[src/bitmap_block_allocator_defines.svh]
// ----------------------------------------------------------------------------
// bitmap block allocator assertion macros
// shared property wrappers clocked on clk_i and disabled while in reset
// ----------------------------------------------------------------------------
`ifndef BITMAP_BLOCK_ALLOCATOR_DEFINES_SVH
`define BITMAP_BLOCK_ALLOCATOR_DEFINES_SVH

// same-cycle implication
`define BBA_ASSERT_IMPL(label, ante, cons) \
  label: assert property (@(posedge clk_i) disable iff (!rst_ni) (ante) |-> (cons)) \
    else $error("bba assertion failed");

// next-cycle implication
`define BBA_ASSERT_NEXT(label, ante, cons) \
  label: assert property (@(posedge clk_i) disable iff (!rst_ni) (ante) |=> (cons)) \
    else $error("bba assertion failed");

`endif

[src/bba_pkg.sv]
// ----------------------------------------------------------------------------
// bba_pkg
// types and constants of the bitmap block allocator
// ----------------------------------------------------------------------------
package bba_pkg;

  localparam int unsigned NUM_BLOCKS_DEF = 1024;
  localparam int unsigned WORD_BITS_DEF  = 32;

  localparam int unsigned TOTAL_W   = 11;
  localparam int unsigned BLK_NUM_W = 10;

  localparam logic [TOTAL_W-1:0] TOTAL_RESET = 11'd1024;

  typedef enum logic {
    CMD_ALLOC = 1'b0,
    CMD_FREE  = 1'b1
  } cmd_e;

  typedef enum logic [1:0] {
    ST_OK           = 2'd0,
    ST_FULL         = 2'd1,
    ST_ALREADY_FREE = 2'd2,
    ST_RANGE        = 2'd3
  } status_e;

  typedef struct packed {
    cmd_e                 command;
    logic [BLK_NUM_W-1:0] block_number;
  } in_item_t;

  typedef struct packed {
    logic [BLK_NUM_W-1:0] allocated_block;
    status_e              status;
  } out_item_t;

endpackage

[src/bitmap_block_allocator.sv]
// ----------------------------------------------------------------------------
// bitmap_block_allocator
// first-fit block allocator over a one-bit-per-block used map
// ----------------------------------------------------------------------------
// Commands arrive on the in channel (in_valid_i / in_stall_o) as in_item_t:
// allocate returns the lowest free block below the active count, free clears
// the given block. Each item gives one out_item_t on the out channel
// (out_valid_o / out_stall_i). total_blocks is written on the cfg channel,
// which is always ready; the active count is min(total_blocks, NUM_BLOCKS).
// The map sits in a one-port-read, one-port-write memory of MAP_WORDS words.
// An allocate reads one word per cycle until it finds a free bit or reaches
// the last word below the active count, reading at most MAP_WORDS words. A
// free goes through divide, read, modify and respond; a free out of range and
// an allocate with a zero count go from the accept straight to respond. One
// item is in work at a time; the next is taken the cycle after the result
// enters the output register, while that result may still be waiting. A
// stalled receiver holds the result and the block then waits with the next
// result ready. After reset a clearing pass zeroes all MAP_WORDS words of the
// map (32 at the defaults), one word a cycle, with in_stall_o high.
// ----------------------------------------------------------------------------
`include "bitmap_block_allocator_defines.svh"

module bitmap_block_allocator
  import bba_pkg::*;
#(
  parameter int unsigned NUM_BLOCKS = NUM_BLOCKS_DEF,
  parameter int unsigned WORD_BITS  = WORD_BITS_DEF
) (
  input  logic               clk_i,
  input  logic               rst_ni,
  input  logic               in_valid_i,
  output logic               in_stall_o,
  input  in_item_t           in_item_i,
  output logic               out_valid_o,
  input  logic               out_stall_i,
  output out_item_t          out_item_o,
  input  logic               cfg_valid_i,
  output logic               cfg_ready_o,
  input  logic [TOTAL_W-1:0] cfg_data_i
);

  localparam int unsigned MAP_WORDS = (NUM_BLOCKS + WORD_BITS - 1) / WORD_BITS;
  localparam int unsigned WIDX_W    = (MAP_WORDS > 1) ? $clog2(MAP_WORDS) : 1;
  localparam int unsigned SH_W      = $clog2(WORD_BITS);
  localparam int unsigned CNT_W     = $clog2(NUM_BLOCKS + 1);
  localparam int unsigned LIM_W     = (CNT_W > TOTAL_W) ? CNT_W : TOTAL_W;
  localparam int unsigned RECIP_K   = 16;
  localparam int unsigned RECIP_M   = (2 ** RECIP_K) / WORD_BITS;
  localparam int unsigned PROD_W    = BLK_NUM_W + RECIP_K;
  localparam int unsigned R0_W      = BLK_NUM_W + 1;

  typedef enum logic [2:0] {
    S_CLEAR,
    S_IDLE,
    S_ACHK,
    S_FRD,
    S_FCHK,
    S_RESP
  } state_e;

  state_e               state_q;
  logic [TOTAL_W-1:0]   total_q;
  logic [WIDX_W-1:0]    clr_idx_q;
  logic [LIM_W-1:0]     lim_q;
  logic [LIM_W-1:0]     base_q;
  logic [WIDX_W-1:0]    widx_q;
  logic [BLK_NUM_W-1:0] fr_blk_q;
  logic [BLK_NUM_W-1:0] fr_q0_q;
  logic [WIDX_W-1:0]    fr_widx_q;
  logic [SH_W-1:0]      fr_r_q;
  logic [BLK_NUM_W-1:0] res_blk_q;
  status_e              res_st_q;
  logic                 out_valid_q;
  out_item_t            out_item_q;

  logic [LIM_W-1:0]     lim_c;
  logic                 accept;
  logic [PROD_W-1:0]    recip_prod;
  logic [R0_W-1:0]      fr_qw;
  logic [R0_W-1:0]      fr_r0;
  logic [R0_W-1:0]      fr_r_c;
  logic [BLK_NUM_W-1:0] fr_q_c;
  logic [LIM_W-1:0]     rem;
  logic [LIM_W:0]       base_next;
  logic                 last_word;
  logic [WORD_BITS-1:0] valid_mask;
  logic [LIM_W-1:0]     found_num;

  logic                 ram_we;
  logic [WIDX_W-1:0]    ram_waddr;
  logic [WORD_BITS-1:0] ram_wdata;
  logic                 ram_re;
  logic [WIDX_W-1:0]    ram_raddr;
  logic [WORD_BITS-1:0] ram_rdata;

  logic                 ffz_found;
  logic [SH_W-1:0]      ffz_idx;
  logic [WORD_BITS-1:0] ffz_low;

  assign in_stall_o  = (state_q != S_IDLE);
  assign accept      = in_valid_i && !in_stall_o;
  assign cfg_ready_o = 1'b1;
  assign out_valid_o = out_valid_q;
  assign out_item_o  = out_item_q;

  assign lim_c = (LIM_W'(total_q) > LIM_W'(NUM_BLOCKS)) ? LIM_W'(NUM_BLOCKS)
                                                        : LIM_W'(total_q);

  // block / WORD_BITS by reciprocal, corrected by one step before the read
  assign recip_prod = PROD_W'(in_item_i.block_number) * PROD_W'(RECIP_M);
  assign fr_qw      = R0_W'(fr_q0_q) * R0_W'(WORD_BITS);
  assign fr_r0      = R0_W'(fr_blk_q) - fr_qw;

  always_comb begin
    if (fr_r0 >= R0_W'(WORD_BITS)) begin
      fr_q_c = fr_q0_q + BLK_NUM_W'(1);
      fr_r_c = fr_r0 - R0_W'(WORD_BITS);
    end else begin
      fr_q_c = fr_q0_q;
      fr_r_c = fr_r0;
    end
  end

  // scan window of the current word
  assign rem       = lim_q - base_q;
  assign base_next = {1'b0, base_q} + (LIM_W + 1)'(WORD_BITS);
  assign last_word = (base_next >= {1'b0, lim_q});
  assign found_num = base_q + LIM_W'(ffz_idx);

  always_comb begin
    if (rem >= LIM_W'(WORD_BITS)) begin
      valid_mask = '1;
    end else begin
      valid_mask = ~({WORD_BITS{1'b1}} << rem[SH_W-1:0]);
    end
  end

  bba_ffz #(
    .WIDTH (WORD_BITS),
    .IDX_W (SH_W)
  ) u_ffz (
    .word_i  (ram_rdata),
    .mask_i  (valid_mask),
    .found_o (ffz_found),
    .idx_o   (ffz_idx),
    .low_o   (ffz_low)
  );

  always_comb begin
    ram_we    = 1'b0;
    ram_waddr = clr_idx_q;
    ram_wdata = '0;
    ram_re    = 1'b0;
    ram_raddr = '0;
    case (state_q)
      S_CLEAR: begin
        ram_we = 1'b1;
      end
      S_IDLE: begin
        ram_re = accept && (in_item_i.command == CMD_ALLOC);
      end
      S_ACHK: begin
        if (ffz_found) begin
          ram_we    = 1'b1;
          ram_waddr = widx_q;
          ram_wdata = ram_rdata | ffz_low;
        end else if (!last_word) begin
          ram_re    = 1'b1;
          ram_raddr = widx_q + WIDX_W'(1);
        end
      end
      S_FRD: begin
        ram_re    = 1'b1;
        ram_raddr = WIDX_W'(fr_q_c);
      end
      S_FCHK: begin
        if (ram_rdata[fr_r_q]) begin
          ram_we    = 1'b1;
          ram_waddr = fr_widx_q;
          ram_wdata = ram_rdata & ~(WORD_BITS'(1) << fr_r_q);
        end
      end
      default: begin
        ram_we = 1'b0;
      end
    endcase
  end

  bba_map_ram #(
    .DEPTH (MAP_WORDS),
    .WIDTH (WORD_BITS),
    .AW    (WIDX_W)
  ) u_map (
    .clk_i   (clk_i),
    .we_i    (ram_we),
    .waddr_i (ram_waddr),
    .wdata_i (ram_wdata),
    .re_i    (ram_re),
    .raddr_i (ram_raddr),
    .rdata_o (ram_rdata)
  );

  always_ff @(posedge clk_i or negedge rst_ni) begin
    if (!rst_ni) begin
      state_q     <= S_CLEAR;
      total_q     <= TOTAL_RESET;
      clr_idx_q   <= '0;
      out_valid_q <= 1'b0;
    end else begin
      if (cfg_valid_i && cfg_ready_o) begin
        total_q <= cfg_data_i;
      end
      if (out_valid_q && !out_stall_i && (state_q != S_RESP)) begin
        out_valid_q <= 1'b0;
      end
      case (state_q)
        S_CLEAR: begin
          clr_idx_q <= clr_idx_q + WIDX_W'(1);
          if (clr_idx_q == WIDX_W'(MAP_WORDS - 1)) begin
            state_q <= S_IDLE;
          end
        end
        S_IDLE: begin
          if (accept) begin
            lim_q     <= lim_c;
            base_q    <= '0;
            widx_q    <= '0;
            fr_blk_q  <= in_item_i.block_number;
            fr_q0_q   <= recip_prod[PROD_W-1:RECIP_K];
            res_blk_q <= '0;
            if (in_item_i.command == CMD_ALLOC) begin
              if (lim_c == '0) begin
                res_st_q <= ST_FULL;
                state_q  <= S_RESP;
              end else begin
                state_q  <= S_ACHK;
              end
            end else if (LIM_W'(in_item_i.block_number) >= lim_c) begin
              res_st_q <= ST_RANGE;
              state_q  <= S_RESP;
            end else begin
              state_q  <= S_FRD;
            end
          end
        end
        S_ACHK: begin
          if (ffz_found) begin
            res_blk_q <= found_num[BLK_NUM_W-1:0];
            res_st_q  <= ST_OK;
            state_q   <= S_RESP;
          end else if (last_word) begin
            res_st_q  <= ST_FULL;
            state_q   <= S_RESP;
          end else begin
            base_q    <= base_next[LIM_W-1:0];
            widx_q    <= widx_q + WIDX_W'(1);
          end
        end
        S_FRD: begin
          fr_widx_q <= WIDX_W'(fr_q_c);
          fr_r_q    <= fr_r_c[SH_W-1:0];
          state_q   <= S_FCHK;
        end
        S_FCHK: begin
          res_st_q <= ram_rdata[fr_r_q] ? ST_OK : ST_ALREADY_FREE;
          state_q  <= S_RESP;
        end
        S_RESP: begin
          if (!out_valid_q || !out_stall_i) begin
            out_valid_q                <= 1'b1;
            out_item_q.allocated_block <= res_blk_q;
            out_item_q.status          <= res_st_q;
            state_q                    <= S_IDLE;
          end
        end
        default: begin
          state_q <= S_IDLE;
        end
      endcase
    end
  end

  `BBA_ASSERT_IMPL(a_scan_below_limit, state_q == S_ACHK, base_q < lim_q)
  `BBA_ASSERT_IMPL(a_free_rem_in_word, state_q == S_FRD, fr_r_c < R0_W'(WORD_BITS))
  `BBA_ASSERT_NEXT(a_alloc_hit_ok, (state_q == S_ACHK) && ffz_found, (state_q == S_RESP) && (res_st_q == ST_OK))
  `BBA_ASSERT_NEXT(a_resp_loads_out, (state_q == S_RESP) && (!out_valid_q || !out_stall_i), out_valid_q && (state_q == S_IDLE))
  `BBA_ASSERT_NEXT(a_clear_ends, (state_q == S_CLEAR) && (clr_idx_q == WIDX_W'(MAP_WORDS - 1)), state_q == S_IDLE)

endmodule

[src/bba_map_ram.sv]
// ----------------------------------------------------------------------------
// bba_map_ram
// used-map storage, one write and one read port, registered read data
// ----------------------------------------------------------------------------
module bba_map_ram #(
  parameter int unsigned DEPTH = 32,
  parameter int unsigned WIDTH = 32,
  parameter int unsigned AW    = 5
) (
  input  logic             clk_i,
  input  logic             we_i,
  input  logic [AW-1:0]    waddr_i,
  input  logic [WIDTH-1:0] wdata_i,
  input  logic             re_i,
  input  logic [AW-1:0]    raddr_i,
  output logic [WIDTH-1:0] rdata_o
);

  logic [WIDTH-1:0] mem_q [DEPTH];

  always_ff @(posedge clk_i) begin
    if (we_i) begin
      mem_q[waddr_i] <= wdata_i;
    end
  end

  always_ff @(posedge clk_i) begin
    if (re_i) begin
      rdata_o <= mem_q[raddr_i];
    end
  end

endmodule

[src/bba_ffz.sv]
// ----------------------------------------------------------------------------
// bba_ffz
// lowest free bit of one map word among the bits enabled by the mask
// ----------------------------------------------------------------------------
module bba_ffz #(
  parameter int unsigned WIDTH = 32,
  parameter int unsigned IDX_W = 5
) (
  input  logic [WIDTH-1:0] word_i,
  input  logic [WIDTH-1:0] mask_i,
  output logic             found_o,
  output logic [IDX_W-1:0] idx_o,
  output logic [WIDTH-1:0] low_o
);

  logic [WIDTH-1:0] free;

  assign free    = ~word_i & mask_i;
  assign low_o   = free & (~free + WIDTH'(1));
  assign found_o = |free;

  always_comb begin
    idx_o = '0;
    for (int i = 0; i < WIDTH; i++) begin
      if (low_o[i]) begin
        idx_o = idx_o | IDX_W'(i);
      end
    end
  end

endmodule
[config.mk]
export PLATFORM = sky130hd
export DESIGN_NAME = bitmap_block_allocator
export DESIGN_NICKNAME = d
export VERILOG_FILES = /design/src/bba_pkg.sv /design/src/bitmap_block_allocator.sv /design/src/bba_map_ram.sv /design/src/bba_ffz.sv
export VERILOG_INCLUDE_DIRS = /design/src /design/src/src
export SDC_FILE = /design/constraint.sdc
export NUM_CORES = 1
export LEC_CHECK = 0
export ABC_AREA = 1
export BUFFER_PORTS_ARGS = -buffer_cell sky130_fd_sc_hd__clkbuf_2
export CAP_MARGIN = 5
export CELL_PAD_IN_SITES_DETAIL_PLACEMENT = 0
export CELL_PAD_IN_SITES_GLOBAL_PLACEMENT = 2
export CORE_ASPECT_RATIO = 0.9
export CORE_UTILIZATION = 30
export DETAILED_ROUTE_END_ITERATION = 10
export GPL_ROUTABILITY_DRIVEN = 1
export PLACE_DENSITY_LB_ADDON = 0.1
export RECOVER_POWER = 25
export SLEW_MARGIN = 30
export SYNTH_ARGS = -nofsm -noshare
export SYNTH_HDL_FRONTEND = slang
export SYNTH_SLANG_ARGS = --single-unit
[constraint.sdc]
create_clock -name clk_i -period 12.4 [get_ports clk_i]
set_input_delay 0.62 -clock clk_i [delete_from_list [all_inputs] [get_ports clk_i]]
set_output_delay 0.62 -clock clk_i [all_outputs]
set_load 0.005 [all_outputs]
==> results.ini, run 1 <==
[cts]
clock_latency_ns = 0.81
cts_tree = built
ctsHoldBuffers = 5
postCtsSetupBuffers = 0
cts_buffer_depth = 3
h-tree-depth = 4
clk_pin_slew_worst_paths_ns = 0.06
cts_root_buf = clkbuf_16
cts_resized = 0
cts_buffers = 137
cts_sinks = 1142

[logic_synthesis]
ys_ff_latch = 1142
synth_cell_types = 52
dominantRegCellSynth = edfxtp_1
syn_nets = 5117
netlist_top_cells_count = nand3_1, edfxtp_1, nand2_1, inv_1, nand3b_1
syn_area_um2 = 52500
synth_area_leaders = edfxtp_1, nand3_1, nand2_1
syn_avg_cell_area_um2 = 10.4
synthCells = 5065
synth.most_common_cell = nand3_1
synth_edf_count = 1122
yosysSeqAreaShare_pct = 65.2
synth.top_cell.area_share_pct = 64.2
yosys.area.top_type = edfxtp_1
synth_warnings = 0
async_flop_share_pct = 1.75

[timing]
rsz0062_at_grt = false
fin_worst_skew_ns = 0.0502
fin_crit_ns = 7.99
finalSetupViolCount = 0
setup_tns_ns = 0
worst_slew_pin_slew_ns = 2.55
clock.fmax_mhz = 125
drv_slew = 266
fin_crit_sh_pct = 64.5
slew_headroom_pct = -71.8
hold_viol_final = 0
setup_ws_ns = 4.41

[detailed_routing]
vias_per_cell = 4.95
drc = 0
drt_first_pass_iters = 5
wl_per_cell_um = 26.2
first_iter_violations = 2981
drtAntennaViolNets = 0
via_count = 36873
wl_um = 195000

[global_routing]
grtUsageMet1_pct = 31.8
grt_overflow = 0
use_met2_pct = 34.8
grt_use_total_pct = 21.9
grt_max_degree = 184
busiest_layer = met2
grt_pass1_wl_um = 278000
antenna_found_initial = 7
grt_pass1_vias = 35895
grt_util_met3_pct = 2.85

[placement]
numPortBuffers = 40
dp.cells = 7193
gp_congestion = 0.860
pre_cts_slack_ns = 5.68
hpwlAfterDp_um = 102000

[critical_path]
cp.arrival_ns = 8.40
path_class = register to register
reg2reg_slack_ns = 4.41
required_ns = 12.80
cp-end-kind = register
critPathLaunchType = register
crit_fanout = 22

[power_and_ir_drop]
irDropWorstVdd_mv = 0.100
power.density_nw_per_um2 = 198
power.static_leakage_nw = 23.5

[floorplanning]
initial_utilization_pct = 30.2
die_area_um2 = 177000
io_pins = 42
die_w_um = 443
core-area_um2 = 174000
die_h_um = 399
num_rows = 145

[cells_and_area]
final_cells = 7452
drive_above_1_share_pct = 7.72
nets = 5117
area_growth_pct = 14.2

[job]
maxCapViolCount = 12

[hold_path]
hp-class = primary input to register

[run_status]
status = finished, violations left
violations = max-capacitance violations, max-slew violations

cells by family after synthesis:
family / synth area share, %
and+or+nand+nor: 23.7
buffers and inverters: 8.29
adders and majority gates: 0.596
other: 0.00715
AOI/OAI and AO/OA: 2.04
DFF: 65.2
xor gates and xnor gates: 0.134
power by group:
part / switching, mW / leakage (nW) / internal, mW
logic: 2.12 / 10.8 / 0.638
registers: 0.175 / 10.6 / 4.93
clock network: 1.72 / 2.14 / 2.29
routing by layer:
| metal | up-vias | wire [µm] | part of all wire, % |
|---|---|---|---|
| li1 | 17261 | - | - |
| met1 | 18607 | 94600 | 48 |
| met2 | 798 | 89400 | 46 |
| met3 | 207 | 7720 | 4.0 |
| met4 | 0 | 3550 | 1.8 |
| met5 | - | 0 | 0 |
critical path, cell delays in order (launching register included):
cell and delay (ns):
edfxtp_1 0.43, inv_1 0.14, ha_1 0.28, nor2_1 0.11, nand3_1 0.13, nand3_1 0.12, nand2_1 0.05, nand2_1 0.62
nand3_1 0.67, o21ai_0 0.49, nand2_1 0.13, nor2_1 0.40, nand2_2 0.11, nor2_1 0.52, nand4_1 0.40, nand2_1 0.18
nand2_1 0.07, a31oi_1 0.45, nand3_1 0.69, nor2_4 0.98, buf_4 0.57
path summary, 6_finish.rpt:
| path | start | to | depth (start not counted) |
|---|---|---|---|
| min in group asynchronous | rst_ni | total_q[4] | 2 |
| worst max register to register | base_q[5] | u_map.mem_q[1][1] | 20 |
| worst min register to register | res_blk_q[8] | out_item_o[10] | 0 |
| worst max-delay path | base_q[5] | u_map.mem_q[1][1] | 20 |
| worst min-delay path | cfg_data_i[6] | total_q[6] | 3 |
| max in group asynchronous | rst_ni | clr_idx_q[3] | 2 |
per-stage QoR:
| step | hold slack [ns] | utilization (%) | power, mW | instance area (µm²) |
|---|---|---|---|---|
| global route | 0.0348 | 34.5 | 12.4 | 59900 |
| detailed placement | 0.407 | 31.9 | 7.99 | 55500 |
| floorplan | 0.324 | - | 6.68 | 52500 |
| CTS | 0.0000504 | 34.5 | 12.0 | 59900 |
| global placement | 0.401 | 31.8 | 8.00 | 55300 |
| finish | 0.0574 | 34.5 | 11.9 | 59900 |
flip-flops by register name, summed over array words and instances (netlist names):
register and count:
base_q 6, clr_idx_q 5, fr_blk_q 9, fr_q0_q 1
fr_r_q 5, fr_widx_q 5, lim_q 11, out_item_o 12
out_valid_o 1, res_blk_q 10, res_st_q 2, state_q 3
total_q 11, u_map.mem_q 1024, u_map.rdata_o 32, widx_q 5
layout make-up:
| class | count | area [µm²] |
|---|---|---|
| multi-input cells | 2885 | 14300 |
| repair buffers | 165 | 1390 |
| diodes | 3 | 7.51 |
| clock buffers | 164 | 3600 |
| flip-flops and latches | 1142 | 34200 |
| fillers | 17583 | 114000 |
| clock inverters | 81 | 779 |
| inverters | 734 | 2760 |
| well taps | 2278 | 2850 |
cells in the final DEF (no fill, tap or decap), types with 10 or more instances in the layout:
cell type	n
edfxtp_1	1122
clkbuf_16	140
nand3b_1	204
o21ai_0	71
ha_1	25
nor2_1	121
clkinv_2	28
bufinv_16	10
o21ai_2	14
nand3_1	1136
nor3_1	13
clkbuf_2	20
nand4_1	49
dfrtp_1	19
o41ai_1	10
nand2_1	1098
inv_1	726
nor2_4	33
a21oi_1	26
buf_4	75
clkbuf_1	60
clkinv_1	28
Power figures use the tool's default switching activity.
==> run 2: changes to the inputs <==
==> constraint.sdc (replaced) <==
create_clock -name clk_i -period 7.9 [get_ports clk_i]
set_input_delay 0.395 -clock clk_i [delete_from_list [all_inputs] [get_ports clk_i]]
set_output_delay 0.395 -clock clk_i [all_outputs]
set_load 0.005 [all_outputs]
==> run 2 against run 1 <==
Compared with the run above: the flow still finishes with violations (max-capacitance violations, max-slew violations); combinational power increased by 61%; via count decreased by 0.53%; die area unchanged; count of clock-buffer cells in the layout increased by 20; core utilization increased by 0.28 points; sequential share of layout area decreased by 0.46 points; final cell count increased by 0.62%; largest power group unchanged; critical endpoint is now u_map.mem_q[13][6]; non-clock buffer count increased by 35; maximum frequency increased by 16%; critical path type unchanged; critical path depth unchanged.
==> results.ini, run 2 (synthesis results as in run 1) <==
[cells_and_area]
final_cell_mix = nand3_1, edfxtp_1, nand2_1, inv_1, nand3b_1
largest_reg_flops = 1024
final_common_cell = nand3_1
drive_above_1_share_pct = 7.71
nets = 5153
n_fill_cell = 17522
largest_register = u_map.mem_q
final_cells = 7498
area_growth_pct = 15.1

[floorplanning]
core-area_um2 = 174000
num_rows = 145
die_w_um = 443
die_h_um = 399
die_area_um2 = 177000
initial_utilization_pct = 30.2
io_pins = 42

[job]
maxCapViolCount = 16

[timing]
worst_slew_pin_slew_ns = 3.71
clock.fmax_mhz = 145
rsz0062_at_grt = false
fin_worst_skew_ns = 0.0370
hold_viol_final = 0
fin_crit_sh_pct = 87.2
finalSetupViolCount = 0
slew_headroom_pct = -150
drv_slew = 368
fin_crit_ns = 6.89
setup_tns_ns = 0
setup_ws_ns = 1.01
fin_hold_ws_ns = 0.0736

[detailed_routing]
wl_per_cell_um = 24.9
drc = 0
wl_um = 187000
drt_first_pass_iters = 5
vias_per_cell = 4.89
via_count = 36678
drtAntennaViolNets = 0
first_iter_violations = 2949

[global_routing]
grt_overflow = 0
antenna_found_initial = 11
grt_max_degree = 129
grt_use_total_pct = 21.0
grt_pass1_vias = 35573
grt_pass1_wl_um = 268000

[placement]
gp_congestion = 0.808
dp.cells = 7212
hpwlAfterDp_um = 109000
pre_cts_slack_ns = 1.21
numPortBuffers = 40

[cts]
h-tree-depth = 4
cts_buffer_depth = 3
cts_sinks = 1142
cts_buffers = 138
cts_tree = built
clock_latency_ns = 0.79
postCtsSetupBuffers = 0
clk_pin_slew_worst_paths_ns = 0.06
cts_root_buf = clkbuf_16

[hold_path]
hp-class = primary input to register
min_path_cells = 3

[power_and_ir_drop]
irDropWorstVdd_mv = 0.174
power.static_leakage_nw = 23.7
power.density_nw_per_um2 = 307

[critical_path]
r2r-start = base_q[5]
cp-end-kind = register
endpoint = u_map.mem_q[13][6]
critPathLaunchType = register
r2r-end = u_map.mem_q[13][6]
required_ns = 8.35
reg2reg_slack_ns = 1.01
crit_fanout = 22
critPathLaunch = base_q[5]
path_class = register to register
worst-r2r-cell-count = 20
cp.arrival_ns = 7.34

[run_status]
violations = max-capacitance violations, max-slew violations
status = finished, violations left

==> run 2: changes by cell type in the layout (fill, tap and decap cells not counted), sizes merged <==
cell,previous run,this run
buf,103,128
clkinv,64,61
clkbuf,221,232
diode,3,5
bufinv,10,3
inv,736,738
clkinvlp,5,2
dlygate4sd3,5,24
==> run 2: worst max-delay path, cell delays in order (launching register included) <==
cell and delay, ns:
edfxtp_1 0.43, inv_1 0.13, ha_1 0.27, nor2_1 0.12
nand3_1 0.14, nand3_1 0.12, nand2_1 0.06, nand2_2 0.33
nand3_1 0.49, o21ai_1 0.36, nand2_1 0.12, nor2_2 0.27
nand2_1 0.18, nor2_4 0.26, nand4_2 0.27, nand2_1 0.22
nand2_1 0.07, a31oi_1 0.55, nand3_1 0.73, nor2_4 1.01
buf_4 0.41
==> run 2: area by class of cell <==
cell class	instances	area [µm²]	area share (%)
Multi-Input combinational cell	2885	14400	23.8
Sequential cell	1142	34200	56.7
Clock buffer	184	3710	6.15
Timing Repair Buffer	200	1930	3.19
Clock inverter	70	512	0.848
Inverter	734	2770	4.58
Antenna cell	5	12.5	0.0207
Tap cell	2278	2850	4.72
==> run 2: how the worst min path moves through the flow <==
stage | start | endpoint | slack, ns
CTS | cfg_valid_i | total_q[0] | 0.01
floorplan | rst_ni | clr_idx_q[0] | 0.1
global route | in_item_i[10] | res_st_q[1] | 0.06
detailed placement | res_blk_q[5] | out_item_o[7] | 0.41
finish | cfg_valid_i | total_q[0] | 0.07
global placement | res_blk_q[8] | out_item_o[10] | 0.40
==> run 2: through the flow <==
stage | cell area [µm²] | utilization (%) | total power, mW
after CTS | 60500 | 34.9 | 18.8
final | 60400 | 34.8 | 18.5
after detailed placement | 56000 | 32.3 | 12.7
after global routing | 60400 | 34.8 | 19.4
after global placement | 55800 | 32.2 | 12.7
after floorplan | 52500 | - | 10.5
==> run 2: repair_timing <==
| action | 4_1_cts | 5_1_grt |
|---|---|---|
| gates resized for setup | 0 | 0 |
| hold endpoints to repair | 44 | 0 |
| hold buffers | 24 | 0 |
==> run 2: metal layers <==
metal	global-route usage, %	vias to the layer above	share of wire, %
met4	5.46	2	2.2
met2	32.3	779	45
met3	3.41	242	4.5
met5	0	-	0.0070
li1	-	17330	-
met1	30.6	18325	49
==> run 2: power breakdown <==
part / switching (mW) / internal (mW) / total [mW]
clock network: 2.66 / 3.42 / 6.08
registers: 0.282 / 7.73 / 8.01
logic: 3.36 / 1.07 / 4.43
total: 6.30 / 12.2 / 18.5
